`config.mk`:
```
export PLATFORM = sky130hd
export DESIGN_NAME = register_slot_cache_lru
export DESIGN_NICKNAME = d
export VERILOG_FILES = /design/src/hdl/rsc_pkg.sv /design/src/hdl/rsc_fifo.sv /design/src/hdl/rsc_front.sv /design/src/hdl/rsc_back.sv /design/src/hdl/register_slot_cache_lru.sv
export SDC_FILE = /design/constraint.sdc
export NUM_CORES = 1
export LEC_CHECK = 0
export BUFFER_PORTS_ARGS = -buffer_cell sky130_fd_sc_hd__buf_4
export CORE_MARGIN = 2
export CORE_UTILIZATION = 51
export CTS_CLUSTER_DIAMETER = 80
export CTS_CLUSTER_SIZE = 12
export DETAILED_ROUTE_END_ITERATION = 10
export PLACE_DENSITY = 0.67
export SLEW_MARGIN = 20
export SYNTH_ARGS = -nofsm -noshare
export SYNTH_HDL_FRONTEND = slang
export SYNTH_HIERARCHICAL = 1
export SYNTH_SLANG_ARGS = --single-unit
```
`constraint.sdc`:
```
create_clock -name clk -period 6.4 [get_ports clk]
set_input_delay 0.96 -clock clk [delete_from_list [all_inputs] [get_ports clk]]
set_output_delay 0.96 -clock clk [all_outputs]
set_load 0.02 [all_outputs]
```
`src/hdl/rsc_pkg.sv`:
```
// Shared types, field widths and command codes of the register slot cache.
`timescale 1ns / 1ps
package rsc_pkg;

  localparam int CMD_W   = 4;
  localparam int REG_W   = 5;
  localparam int WORD_W  = 2;
  localparam int SLOT_W  = 3;
  localparam int KIND_W  = 2;

  localparam int DEF_NUM_SLOTS      = 6;
  localparam int DEF_NUM_GUEST_REGS = 32;
  localparam int DEF_WORDS_PER_REG  = 4;
  localparam int DEF_STAMP_WIDTH    = 32;
  localparam int CMDQ_DEPTH         = 2;
  localparam int RESQ_DEPTH         = 2;

  localparam logic [CMD_W-1:0] CMD_GET        = 4'd0;
  localparam logic [CMD_W-1:0] CMD_MARK_DIRTY = 4'd1;
  localparam logic [CMD_W-1:0] CMD_TOUCH      = 4'd2;
  localparam logic [CMD_W-1:0] CMD_FREE       = 4'd3;
  localparam logic [CMD_W-1:0] CMD_FLUSH      = 4'd4;
  localparam logic [CMD_W-1:0] CMD_FLUSH_ALL  = 4'd5;
  localparam logic [CMD_W-1:0] CMD_FREE_ALL   = 4'd6;
  localparam logic [CMD_W-1:0] CMD_QUERY      = 4'd7;
  localparam logic [CMD_W-1:0] CMD_CHECK_USED = 4'd8;
  localparam logic [CMD_W-1:0] CMD_CLEAR      = 4'd9;

  localparam logic [KIND_W-1:0] KIND_ANSWER    = 2'd0;
  localparam logic [KIND_W-1:0] KIND_WRITEBACK = 2'd1;
  localparam logic [KIND_W-1:0] KIND_LOAD      = 2'd2;

  typedef struct packed {
    logic [CMD_W-1:0]  cmd;
    logic [REG_W-1:0]  guest_reg;
    logic [WORD_W-1:0] word_sel;
    logic [SLOT_W-1:0] slot_sel;
    logic              load;
    logic              sok;
    logic              gok;
  } cmd_t;

  typedef struct packed {
    logic [KIND_W-1:0] kind;
    logic [SLOT_W-1:0] slot;
    logic [REG_W-1:0]  guest_reg;
    logic [WORD_W-1:0] word;
    logic              hit;
    logic              in_use;
    logic              last;
  } res_t;

endpackage

```
`src/hdl/rsc_fifo.sv`:
```
// Small first-in first-out queue used between the stages.
`timescale 1ns / 1ps
module rsc_fifo #(
  parameter int WIDTH = 8,
  parameter int DEPTH = 2
) (
  input  logic             clk,
  input  logic             rst,
  input  logic             wr_en,
  input  logic [WIDTH-1:0] din,
  output logic             full,
  input  logic             rd_en,
  output logic [WIDTH-1:0] dout,
  output logic             empty
);
  localparam int AW = (DEPTH > 1) ? $clog2(DEPTH) : 1;
  localparam int CW = $clog2(DEPTH + 1);

  logic [WIDTH-1:0] mem [DEPTH];
  logic [AW-1:0]    wr_ptr;
  logic [AW-1:0]    rd_ptr;
  logic [CW-1:0]    count;
  logic             do_wr;
  logic             do_rd;

  assign full  = (count == CW'(DEPTH));
  assign empty = (count == '0);
  assign do_wr = wr_en && !full;
  assign do_rd = rd_en && !empty;
  assign dout  = mem[rd_ptr];

  always_ff @(posedge clk) begin
    if (do_wr) begin
      mem[wr_ptr] <= din;
    end
  end

  always_ff @(posedge clk) begin
    if (rst) begin
      wr_ptr <= '0;
      rd_ptr <= '0;
      count  <= '0;
    end else begin
      if (do_wr) begin
        wr_ptr <= (wr_ptr == AW'(DEPTH - 1)) ? '0 : wr_ptr + 1'b1;
      end
      if (do_rd) begin
        rd_ptr <= (rd_ptr == AW'(DEPTH - 1)) ? '0 : rd_ptr + 1'b1;
      end
      if (do_wr && !do_rd) begin
        count <= count + 1'b1;
      end else if (do_rd && !do_wr) begin
        count <= count - 1'b1;
      end
    end
  end
endmodule

```
`src/hdl/rsc_front.sv`:
```
// Front end: takes requests, range-checks them and queues them for the back end.
`timescale 1ns / 1ps
module rsc_front import rsc_pkg::*; #(
  parameter int NUM_SLOTS      = DEF_NUM_SLOTS,
  parameter int NUM_GUEST_REGS = DEF_NUM_GUEST_REGS,
  parameter int WORDS_PER_REG  = DEF_WORDS_PER_REG
) (
  input  logic              clk,
  input  logic              rst,
  input  logic              push,
  output logic              full,
  input  logic [CMD_W-1:0]  command,
  input  logic [REG_W-1:0]  guest_reg,
  input  logic [WORD_W-1:0] word_sel,
  input  logic [SLOT_W-1:0] slot_sel,
  input  logic              load_on_miss,
  input  logic              cmd_pop,
  output cmd_t              cmd,
  output logic              cmd_empty
);
  cmd_t                 cls;
  logic [$bits(cmd_t)-1:0] q_out;

  always_comb begin
    cls.cmd       = command;
    cls.guest_reg = guest_reg;
    cls.word_sel  = word_sel;
    cls.slot_sel  = slot_sel;
    cls.load      = load_on_miss;
    cls.sok       = 32'(slot_sel) < NUM_SLOTS;
    cls.gok       = (32'(guest_reg) < NUM_GUEST_REGS) && (32'(word_sel) < WORDS_PER_REG);
  end

  rsc_fifo #(
    .WIDTH($bits(cmd_t)),
    .DEPTH(CMDQ_DEPTH)
  ) u_cmdq (
    .clk  (clk),
    .rst  (rst),
    .wr_en(push),
    .din  (cls),
    .full (full),
    .rd_en(cmd_pop),
    .dout (q_out),
    .empty(cmd_empty)
  );

  assign cmd = cmd_t'(q_out);
endmodule

```
`src/hdl/rsc_back.sv`:
```
// Back end: slot state, replacement scan and emission of actions and answers.
`timescale 1ns / 1ps
module rsc_back import rsc_pkg::*; #(
  parameter int NUM_SLOTS   = DEF_NUM_SLOTS,
  parameter int STAMP_WIDTH = DEF_STAMP_WIDTH
) (
  input  logic clk,
  input  logic rst,
  input  cmd_t cmd,
  input  logic cmd_empty,
  output logic cmd_pop,
  output res_t res,
  output logic res_push,
  input  logic res_full
);
  localparam int IW = (NUM_SLOTS > 1) ? $clog2(NUM_SLOTS) : 1;
  localparam logic [IW-1:0] LAST_IDX = IW'(NUM_SLOTS - 1);

  typedef enum logic [6:0] {
    S_IDLE   = 7'b0000001,
    S_DECIDE = 7'b0000010,
    S_SCAN   = 7'b0000100,
    S_EVICT  = 7'b0001000,
    S_ALLOC  = 7'b0010000,
    S_WB     = 7'b0100000,
    S_ANSWER = 7'b1000000
  } state_t;

  state_t                 state;
  cmd_t                   cur;
  logic                   used      [NUM_SLOTS];
  logic                   dirty     [NUM_SLOTS];
  logic [STAMP_WIDTH-1:0] stamp     [NUM_SLOTS];
  logic [REG_W-1:0]       owner_reg [NUM_SLOTS];
  logic [WORD_W-1:0]      owner_word[NUM_SLOTS];
  logic [STAMP_WIDTH-1:0] counter;
  logic [IW-1:0]          idx;
  logic [IW-1:0]          best;
  logic [IW-1:0]          target;
  logic [SLOT_W-1:0]      ans_slot;
  logic                   ans_hit;
  logic                   ans_used;

  logic                   hit_any;
  logic [IW-1:0]          hit_slot;
  logic                   free_any;
  logic [IW-1:0]          free_slot;
  logic [IW-1:0]          ss;
  logic [IW-1:0]          best_next;
  logic                   go;

  assign ss = IW'(cur.slot_sel);

  // Associative lookup over the slot owners stands in for the map table.
  always_comb begin
    hit_any   = 1'b0;
    hit_slot  = '0;
    free_any  = 1'b0;
    free_slot = '0;
    for (int s = NUM_SLOTS - 1; s >= 0; s--) begin
      if (used[s] && owner_reg[s] == cur.guest_reg && owner_word[s] == cur.word_sel) begin
        hit_any  = cur.gok;
        hit_slot = IW'(s);
      end
      if (!used[s]) begin
        free_any  = 1'b1;
        free_slot = IW'(s);
      end
    end
  end

  assign best_next = (stamp[idx] < stamp[best]) ? idx : best;

  always_comb begin
    res_push = 1'b0;
    res      = '0;
    case (state)
      S_EVICT: begin
        res_push      = used[target] && dirty[target];
        res.kind      = KIND_WRITEBACK;
        res.slot      = SLOT_W'(target);
        res.guest_reg = owner_reg[target];
        res.word      = owner_word[target];
      end
      S_WB: begin
        res_push      = used[idx] && dirty[idx];
        res.kind      = KIND_WRITEBACK;
        res.slot      = SLOT_W'(idx);
        res.guest_reg = owner_reg[idx];
        res.word      = owner_word[idx];
      end
      S_ALLOC: begin
        res_push      = cur.load;
        res.kind      = KIND_LOAD;
        res.slot      = SLOT_W'(target);
        res.guest_reg = cur.guest_reg;
        res.word      = cur.word_sel;
      end
      S_ANSWER: begin
        res_push    = 1'b1;
        res.kind    = KIND_ANSWER;
        res.slot    = ans_slot;
        res.hit     = ans_hit;
        res.in_use  = ans_used;
        res.last    = 1'b1;
      end
      default: begin
        res_push = 1'b0;
      end
    endcase
  end

  assign go      = !res_push || !res_full;
  assign cmd_pop = (state == S_IDLE) && !cmd_empty;

  always_ff @(posedge clk) begin
    if (rst || (state == S_DECIDE && cur.cmd == CMD_CLEAR)) begin
      for (int s = 0; s < NUM_SLOTS; s++) begin
        used[s]       <= 1'b0;
        dirty[s]      <= 1'b0;
        stamp[s]      <= '0;
        owner_reg[s]  <= '0;
        owner_word[s] <= '0;
      end
      counter <= STAMP_WIDTH'(1);
    end else begin
      case (state)
        S_DECIDE: begin
          if (cur.sok && cur.cmd == CMD_MARK_DIRTY) begin
            dirty[ss] <= 1'b1;
          end
          if (cur.sok && cur.cmd == CMD_TOUCH) begin
            stamp[ss] <= counter;
            if (counter != '1) begin
              counter <= counter + 1'b1;
            end
          end
        end
        S_EVICT: begin
          if (go) begin
            used[target]       <= 1'b0;
            dirty[target]      <= 1'b0;
            stamp[target]      <= '0;
            owner_reg[target]  <= '0;
            owner_word[target] <= '0;
          end
        end
        S_ALLOC: begin
          if (go) begin
            used[target]       <= 1'b1;
            owner_reg[target]  <= cur.guest_reg;
            owner_word[target] <= cur.word_sel;
            stamp[target]      <= counter;
            if (counter != '1) begin
              counter <= counter + 1'b1;
            end
          end
        end
        S_WB: begin
          // Single flush drops the dirty bit of a used slot; flush all keeps it.
          if (go && cur.cmd == CMD_FLUSH && used[idx]) begin
            dirty[idx] <= 1'b0;
          end
        end
        default: begin
          counter <= counter;
        end
      endcase
    end
  end

  always_ff @(posedge clk) begin
    if (rst) begin
      state <= S_IDLE;
    end else begin
      case (state)
        S_IDLE: begin
          if (!cmd_empty) begin
            cur   <= cmd;
            state <= S_DECIDE;
          end
        end
        S_DECIDE: begin
          ans_slot <= '0;
          ans_hit  <= 1'b0;
          ans_used <= 1'b0;
          state    <= S_ANSWER;
          case (cur.cmd)
            CMD_GET: begin
              if (cur.gok && hit_any) begin
                ans_slot <= SLOT_W'(hit_slot);
                ans_hit  <= 1'b1;
              end else if (cur.gok && free_any) begin
                target <= free_slot;
                state  <= S_ALLOC;
              end else if (cur.gok) begin
                idx   <= IW'(1);
                best  <= '0;
                state <= S_SCAN;
              end
            end
            CMD_MARK_DIRTY, CMD_TOUCH: begin
              ans_slot <= cur.slot_sel;
            end
            CMD_FREE: begin
              ans_slot <= cur.slot_sel;
              if (cur.sok) begin
                target <= ss;
                state  <= S_EVICT;
              end
            end
            CMD_FLUSH: begin
              ans_slot <= cur.slot_sel;
              if (cur.sok) begin
                idx   <= ss;
                state <= S_WB;
              end
            end
            CMD_FLUSH_ALL: begin
              idx   <= '0;
              state <= S_WB;
            end
            CMD_FREE_ALL: begin
              target <= '0;
              state  <= S_EVICT;
            end
            CMD_QUERY: begin
              if (hit_any) begin
                ans_slot <= SLOT_W'(hit_slot);
                ans_hit  <= 1'b1;
              end
            end
            CMD_CHECK_USED: begin
              ans_slot <= cur.slot_sel;
              ans_used <= cur.sok && used[ss];
            end
            default: begin
              ans_slot <= '0;
            end
          endcase
        end
        S_SCAN: begin
          best <= best_next;
          idx  <= idx + 1'b1;
          if (idx == LAST_IDX) begin
            target <= best_next;
            state  <= S_EVICT;
          end
        end
        S_EVICT: begin
          if (go) begin
            if (cur.cmd == CMD_GET) begin
              state <= S_ALLOC;
            end else if (cur.cmd == CMD_FREE_ALL && target != LAST_IDX) begin
              target <= target + 1'b1;
            end else begin
              state <= S_ANSWER;
            end
          end
        end
        S_ALLOC: begin
          if (go) begin
            ans_slot <= SLOT_W'(target);
            state    <= S_ANSWER;
          end
        end
        S_WB: begin
          if (go) begin
            if (cur.cmd == CMD_FLUSH_ALL && idx != LAST_IDX) begin
              idx <= idx + 1'b1;
            end else begin
              state <= S_ANSWER;
            end
          end
        end
        S_ANSWER: begin
          if (go) begin
            state <= S_IDLE;
          end
        end
        default: begin
          state <= S_IDLE;
        end
      endcase
    end
  end
endmodule

```
`src/hdl/register_slot_cache_lru.sv`:
```
// Top level of the register slot cache with least-recently-stamped replacement.
//
//   channel   handshake      fields
//   request   push / full    command, guest_reg, word_sel, slot_sel, load_on_miss
//   result    pop / empty    kind, slot, out_guest_reg, out_word, hit, slot_in_use, last
//
// A request passes through the front queue, then the back end steps through pop, decide
// and answer; a get miss adds an allocate step, a freed or evicted slot an evict step, a
// single flush a write-back step; flush all and free all walk all NUM_SLOTS slots; a get
// that must evict first scans the slot stamps.
// Reset (rst, synchronous) empties both queues and clears every slot; stamp counter to 1.
// A full result queue stalls back-end pushes; the front queue takes requests until full.
`timescale 1ns / 1ps
module register_slot_cache_lru import rsc_pkg::*; #(
  parameter int NUM_SLOTS      = DEF_NUM_SLOTS,
  parameter int NUM_GUEST_REGS = DEF_NUM_GUEST_REGS,
  parameter int WORDS_PER_REG  = DEF_WORDS_PER_REG,
  parameter int STAMP_WIDTH    = DEF_STAMP_WIDTH
) (
  input  logic              clk,
  input  logic              rst,
  input  logic              push,
  output logic              full,
  input  logic [CMD_W-1:0]  command,
  input  logic [REG_W-1:0]  guest_reg,
  input  logic [WORD_W-1:0] word_sel,
  input  logic [SLOT_W-1:0] slot_sel,
  input  logic              load_on_miss,
  output logic              empty,
  input  logic              pop,
  output logic [KIND_W-1:0] kind,
  output logic [SLOT_W-1:0] slot,
  output logic [REG_W-1:0]  out_guest_reg,
  output logic [WORD_W-1:0] out_word,
  output logic              hit,
  output logic              slot_in_use,
  output logic              last
);
  cmd_t                    cmd;
  logic                    cmd_empty;
  logic                    cmd_pop;
  res_t                    res;
  logic                    res_push;
  logic                    res_full;
  logic [$bits(res_t)-1:0] res_q;
  res_t                    head;

  rsc_front #(
    .NUM_SLOTS     (NUM_SLOTS),
    .NUM_GUEST_REGS(NUM_GUEST_REGS),
    .WORDS_PER_REG (WORDS_PER_REG)
  ) u_front (
    .clk         (clk),
    .rst         (rst),
    .push        (push),
    .full        (full),
    .command     (command),
    .guest_reg   (guest_reg),
    .word_sel    (word_sel),
    .slot_sel    (slot_sel),
    .load_on_miss(load_on_miss),
    .cmd_pop     (cmd_pop),
    .cmd         (cmd),
    .cmd_empty   (cmd_empty)
  );

  rsc_back #(
    .NUM_SLOTS  (NUM_SLOTS),
    .STAMP_WIDTH(STAMP_WIDTH)
  ) u_back (
    .clk      (clk),
    .rst      (rst),
    .cmd      (cmd),
    .cmd_empty(cmd_empty),
    .cmd_pop  (cmd_pop),
    .res      (res),
    .res_push (res_push),
    .res_full (res_full)
  );

  rsc_fifo #(
    .WIDTH($bits(res_t)),
    .DEPTH(RESQ_DEPTH)
  ) u_resq (
    .clk  (clk),
    .rst  (rst),
    .wr_en(res_push),
    .din  (res),
    .full (res_full),
    .rd_en(pop),
    .dout (res_q),
    .empty(empty)
  );

  assign head          = res_t'(res_q);
  assign kind          = head.kind;
  assign slot          = head.slot;
  assign out_guest_reg = head.guest_reg;
  assign out_word      = head.word;
  assign hit           = head.hit;
  assign slot_in_use   = head.in_use;
  assign last          = head.last;
endmodule
```
==> results.yml <==
worst_setup_path:
  data_required_critical_path_ns: 6.59
  cp_data_arrival_time_ns: 4.86
  crit_family: "simple AND/OR/NAND/NOR gates"
  crit_path_max_fanout: 33
  critical_path.most_common_cell: "nand3_1"
  critical_path_class: "register to register"
  worstPathCellList: "nor3_1 > nand3_1 > o31ai_1 > nand2_1 > nand3_1 > o32ai_1 > or3_2 > buf_4 > nand2_2"
  critPathSlowestCell: "nand2_2"
  start_kind: "register"
  setup.reg_to_reg.worst_slack_ns: 1.73
  cp_num_buf_inv: 1
  critical_path.endpoint_type: "register"
  worst_path_largest_cell_delay_ns: 0.77
placed_design:
  dp_slack_ns: 1.819
  routabilityCongestion: 0.9382
  dp_hpwl_um: 39420
  numPlacedInstances: 2396
  placement.io_buffers: 35
sta:
  report.final.slew_viol_count: 0
  period_minus_slack_ns: 4.669
  highest_clock_frequency_the_design_can_meet_mhz: 214.2
  timing.final.ws_setup_ns: 1.731
  timing.slew.headroom: 0.2398
  rsz_0062_raised_after_global_routing: "false"
  min_period_over_period: 0.7296
  worst_margin_slew_ns: 1.138
  fin_skew_ns: 0.02309
  final_hold_viol_count: 0
  summed_negative_setup_slack_over_all_endpoints_ns: 0
  timing.final.setup_violations: 0
  holdWs_ns: 0.4874
clock_tree:
  cts_max_level: 2
  cts_buffers: 46
  clk_latency_ns: 0.59
  cts.hold.buffers_added: 0
  cts.sink_count: 484
  post_cts_setup_buffer_count: 0
  cts-root-to-sink-buffers: 3
  quantity_of_gates_resized_following_cts: 0
  cts.root.buffer_cell: "clkbuf_16"
  cts_tree: "done"
  clock_transition_at_the_registers_of_the_reported_paths_ns: 0.06
drt:
  routed_wirelength_um: 61300
  drt_first_iter_violations: 1528
  drc_errors: 0
  final_antenna_net_count: 0
  drtPass1Iterations: 5
  avgRoutedWirePerCell_um: 24.71
  mean_number_of_vias_per_cell: 6.356
  detailroute.via_count: 15770
die:
  fp.coreArea_um2: 47750
  start_util: 0.5170
  fp.dieArea_um2: 50180
  chipWidth_um: 224.0
  floorplan.io_pins: 36
  die-height_um: 224.0
  placementRows: 80
layout:
  fillerInstances: 3765
  nNetsFinal: 1886
  diodes: 0
  area_of_the_multi_input_gates_um2: 10140
  syn_to_final_growth_pct: 9.595
  register_area_um2: 13940
  drive_above_1_share: 0.2288
  largest_register_ffs: 256
  stdcell_count: 2481
yosys:
  count_of_unique_library_cells_instantiated_by_yosys: 73
  synth_seq_area_share: 0.5640
  post-synth-top-area-cell: "edfxtp_1"
  synth.ff_latch_count: 484
  synth_async_sr_flop_share: 0
  syn-cell-area_um2: 24680
  synth_edf_count: 423
  synth.area.top_cells: "edfxtp_1 (51%), mux4_2 (15%), dfxtp_1 (4.9%)"
  synthesis.area_per_instance_um2: 13.58
  syn_inst: 1818
  synth_ff_type: "edfxtp_1"
  yosysWarnings: 6
  yosys.area.top_type_share: 0.5146
run:
  timing.max_cap.violations: 0
pwr:
  power_frac_comb: 0.084
  p_clk_frac: 0.369
  power_report.internal_total_mw: 5.284
  static-leakage-power_nw: 9.260
  power.sequential.fraction: 0.547
  power.net_switching_mw: 1.655
  netSwitchingFraction: 0.2385
  vdd.ir_drop.worst_mv: 0.2468
  power_density_nw_per_um2: 256.5
outcome:
  status: "completed"
worst_hold_path:
  min_path_type: "register to register"
global_routing:
  grt_first_pass_wirelength_um: 93960
  grt_max_degree: 58
  overflow: 0
  grt_antenna_before_repair: 0
  grtUsageTotal: 0.2489
  number_of_global_route_vias_before_repair: 16000
==> cell families after synthesis <==
group,count (synthesis),share of synthesized area
flops,484,0.5640
fa+ha+maj,38,0.01926
buf+inv,175,0.02904
xor+xnor,80,0.02838
mux,290,0.2036
compound gates,156,0.04014
simple gates,594,0.1154
other cells,1,0.0001519
==> through the flow <==
step / total power [mW] / util / cell area (um2)
3_3_place_gp: 4.419 / 0.5376 / 25670
3_5_place_dp: 4.432 / 0.5376 / 25670
5_1_grt: 7.182 / 0.5666 / 27050
2_1_floorplan: 4.215 / - / 24690
4_1_cts: 6.990 / 0.5664 / 27040
6_report: 6.939 / 0.5666 / 27050
==> area by class of cell <==
class,count,share of cell area
Tap cell,615,0.02844
Timing Repair Buffer,71,0.02109
Clock buffer,81,0.04819
Inverter,66,0.009620
Clock inverter,4,0.002497
Sequential cell,484,0.5152
Multi-Input combinational cell,1160,0.3749
==> cell usage in the layout, fill, tap and decap left out, types with 19 or more instances in the layout <==
cell	count
and2_1	48
mux2_2	76
nand3_1	34
xnor2_1	64
buf_4	68
edfxtp_1	423
clkbuf_1	34
clkbuf_16	47
nor4_1	19
o21ai_0	42
ha_1	38
inv_1	65
mux2i_1	52
mux4_2	162
nand4_1	30
dfxtp_1	55
a21oi_1	42
nor2_1	241
nand2_1	99
nor3_1	24
nor2_2	30
==> power groups by stage <==
| stage | registers [mW] | logic, mW | clock network (mW) |
|---|---|---|---|
| global route | 3.81 | 0.637 | 2.73 |
| floorplan | 3.72 | 0.495 | 0 |
| global placement | 3.85 | 0.573 | 0 |
| finish | 3.79 | 0.584 | 2.56 |
| CTS | 3.79 | 0.582 | 2.62 |
| detailed placement | 3.86 | 0.576 | 0 |
==> cells in the mapped netlist (38+ instances only) <==
cell / number
mux2_2: 76
a21oi_1: 44
dfxtp_1: 61
mux2i_1: 52
inv_1: 65
mux4_2: 162
ha_1: 38
o21ai_0: 44
edfxtp_1: 423
clkbuf_1: 77
nand2_1: 104
xnor2_1: 64
nor2_1: 241
and2_1: 48
==> metal layers <==
metal	vias to the layer above	global-route usage	share of wire
li1	6915	-	-
met1	8059	0.3504	0.43
met2	678	0.4026	0.48
met3	117	0.04551	0.077
met4	0	0.06430	0.022
met5	-	0	0
==> final timing paths <==
kind	from	endpoint	cells past startpoint
max	u_back/state[1]	u_back/stamp[4][11]	9
min	u_back/best[2]	register	1
max reg2reg	u_back/state[1]	u_back/stamp[4][11]	9
min reg2reg	u_back/best[2]	register	1
Power figures use the tool's default switching activity.
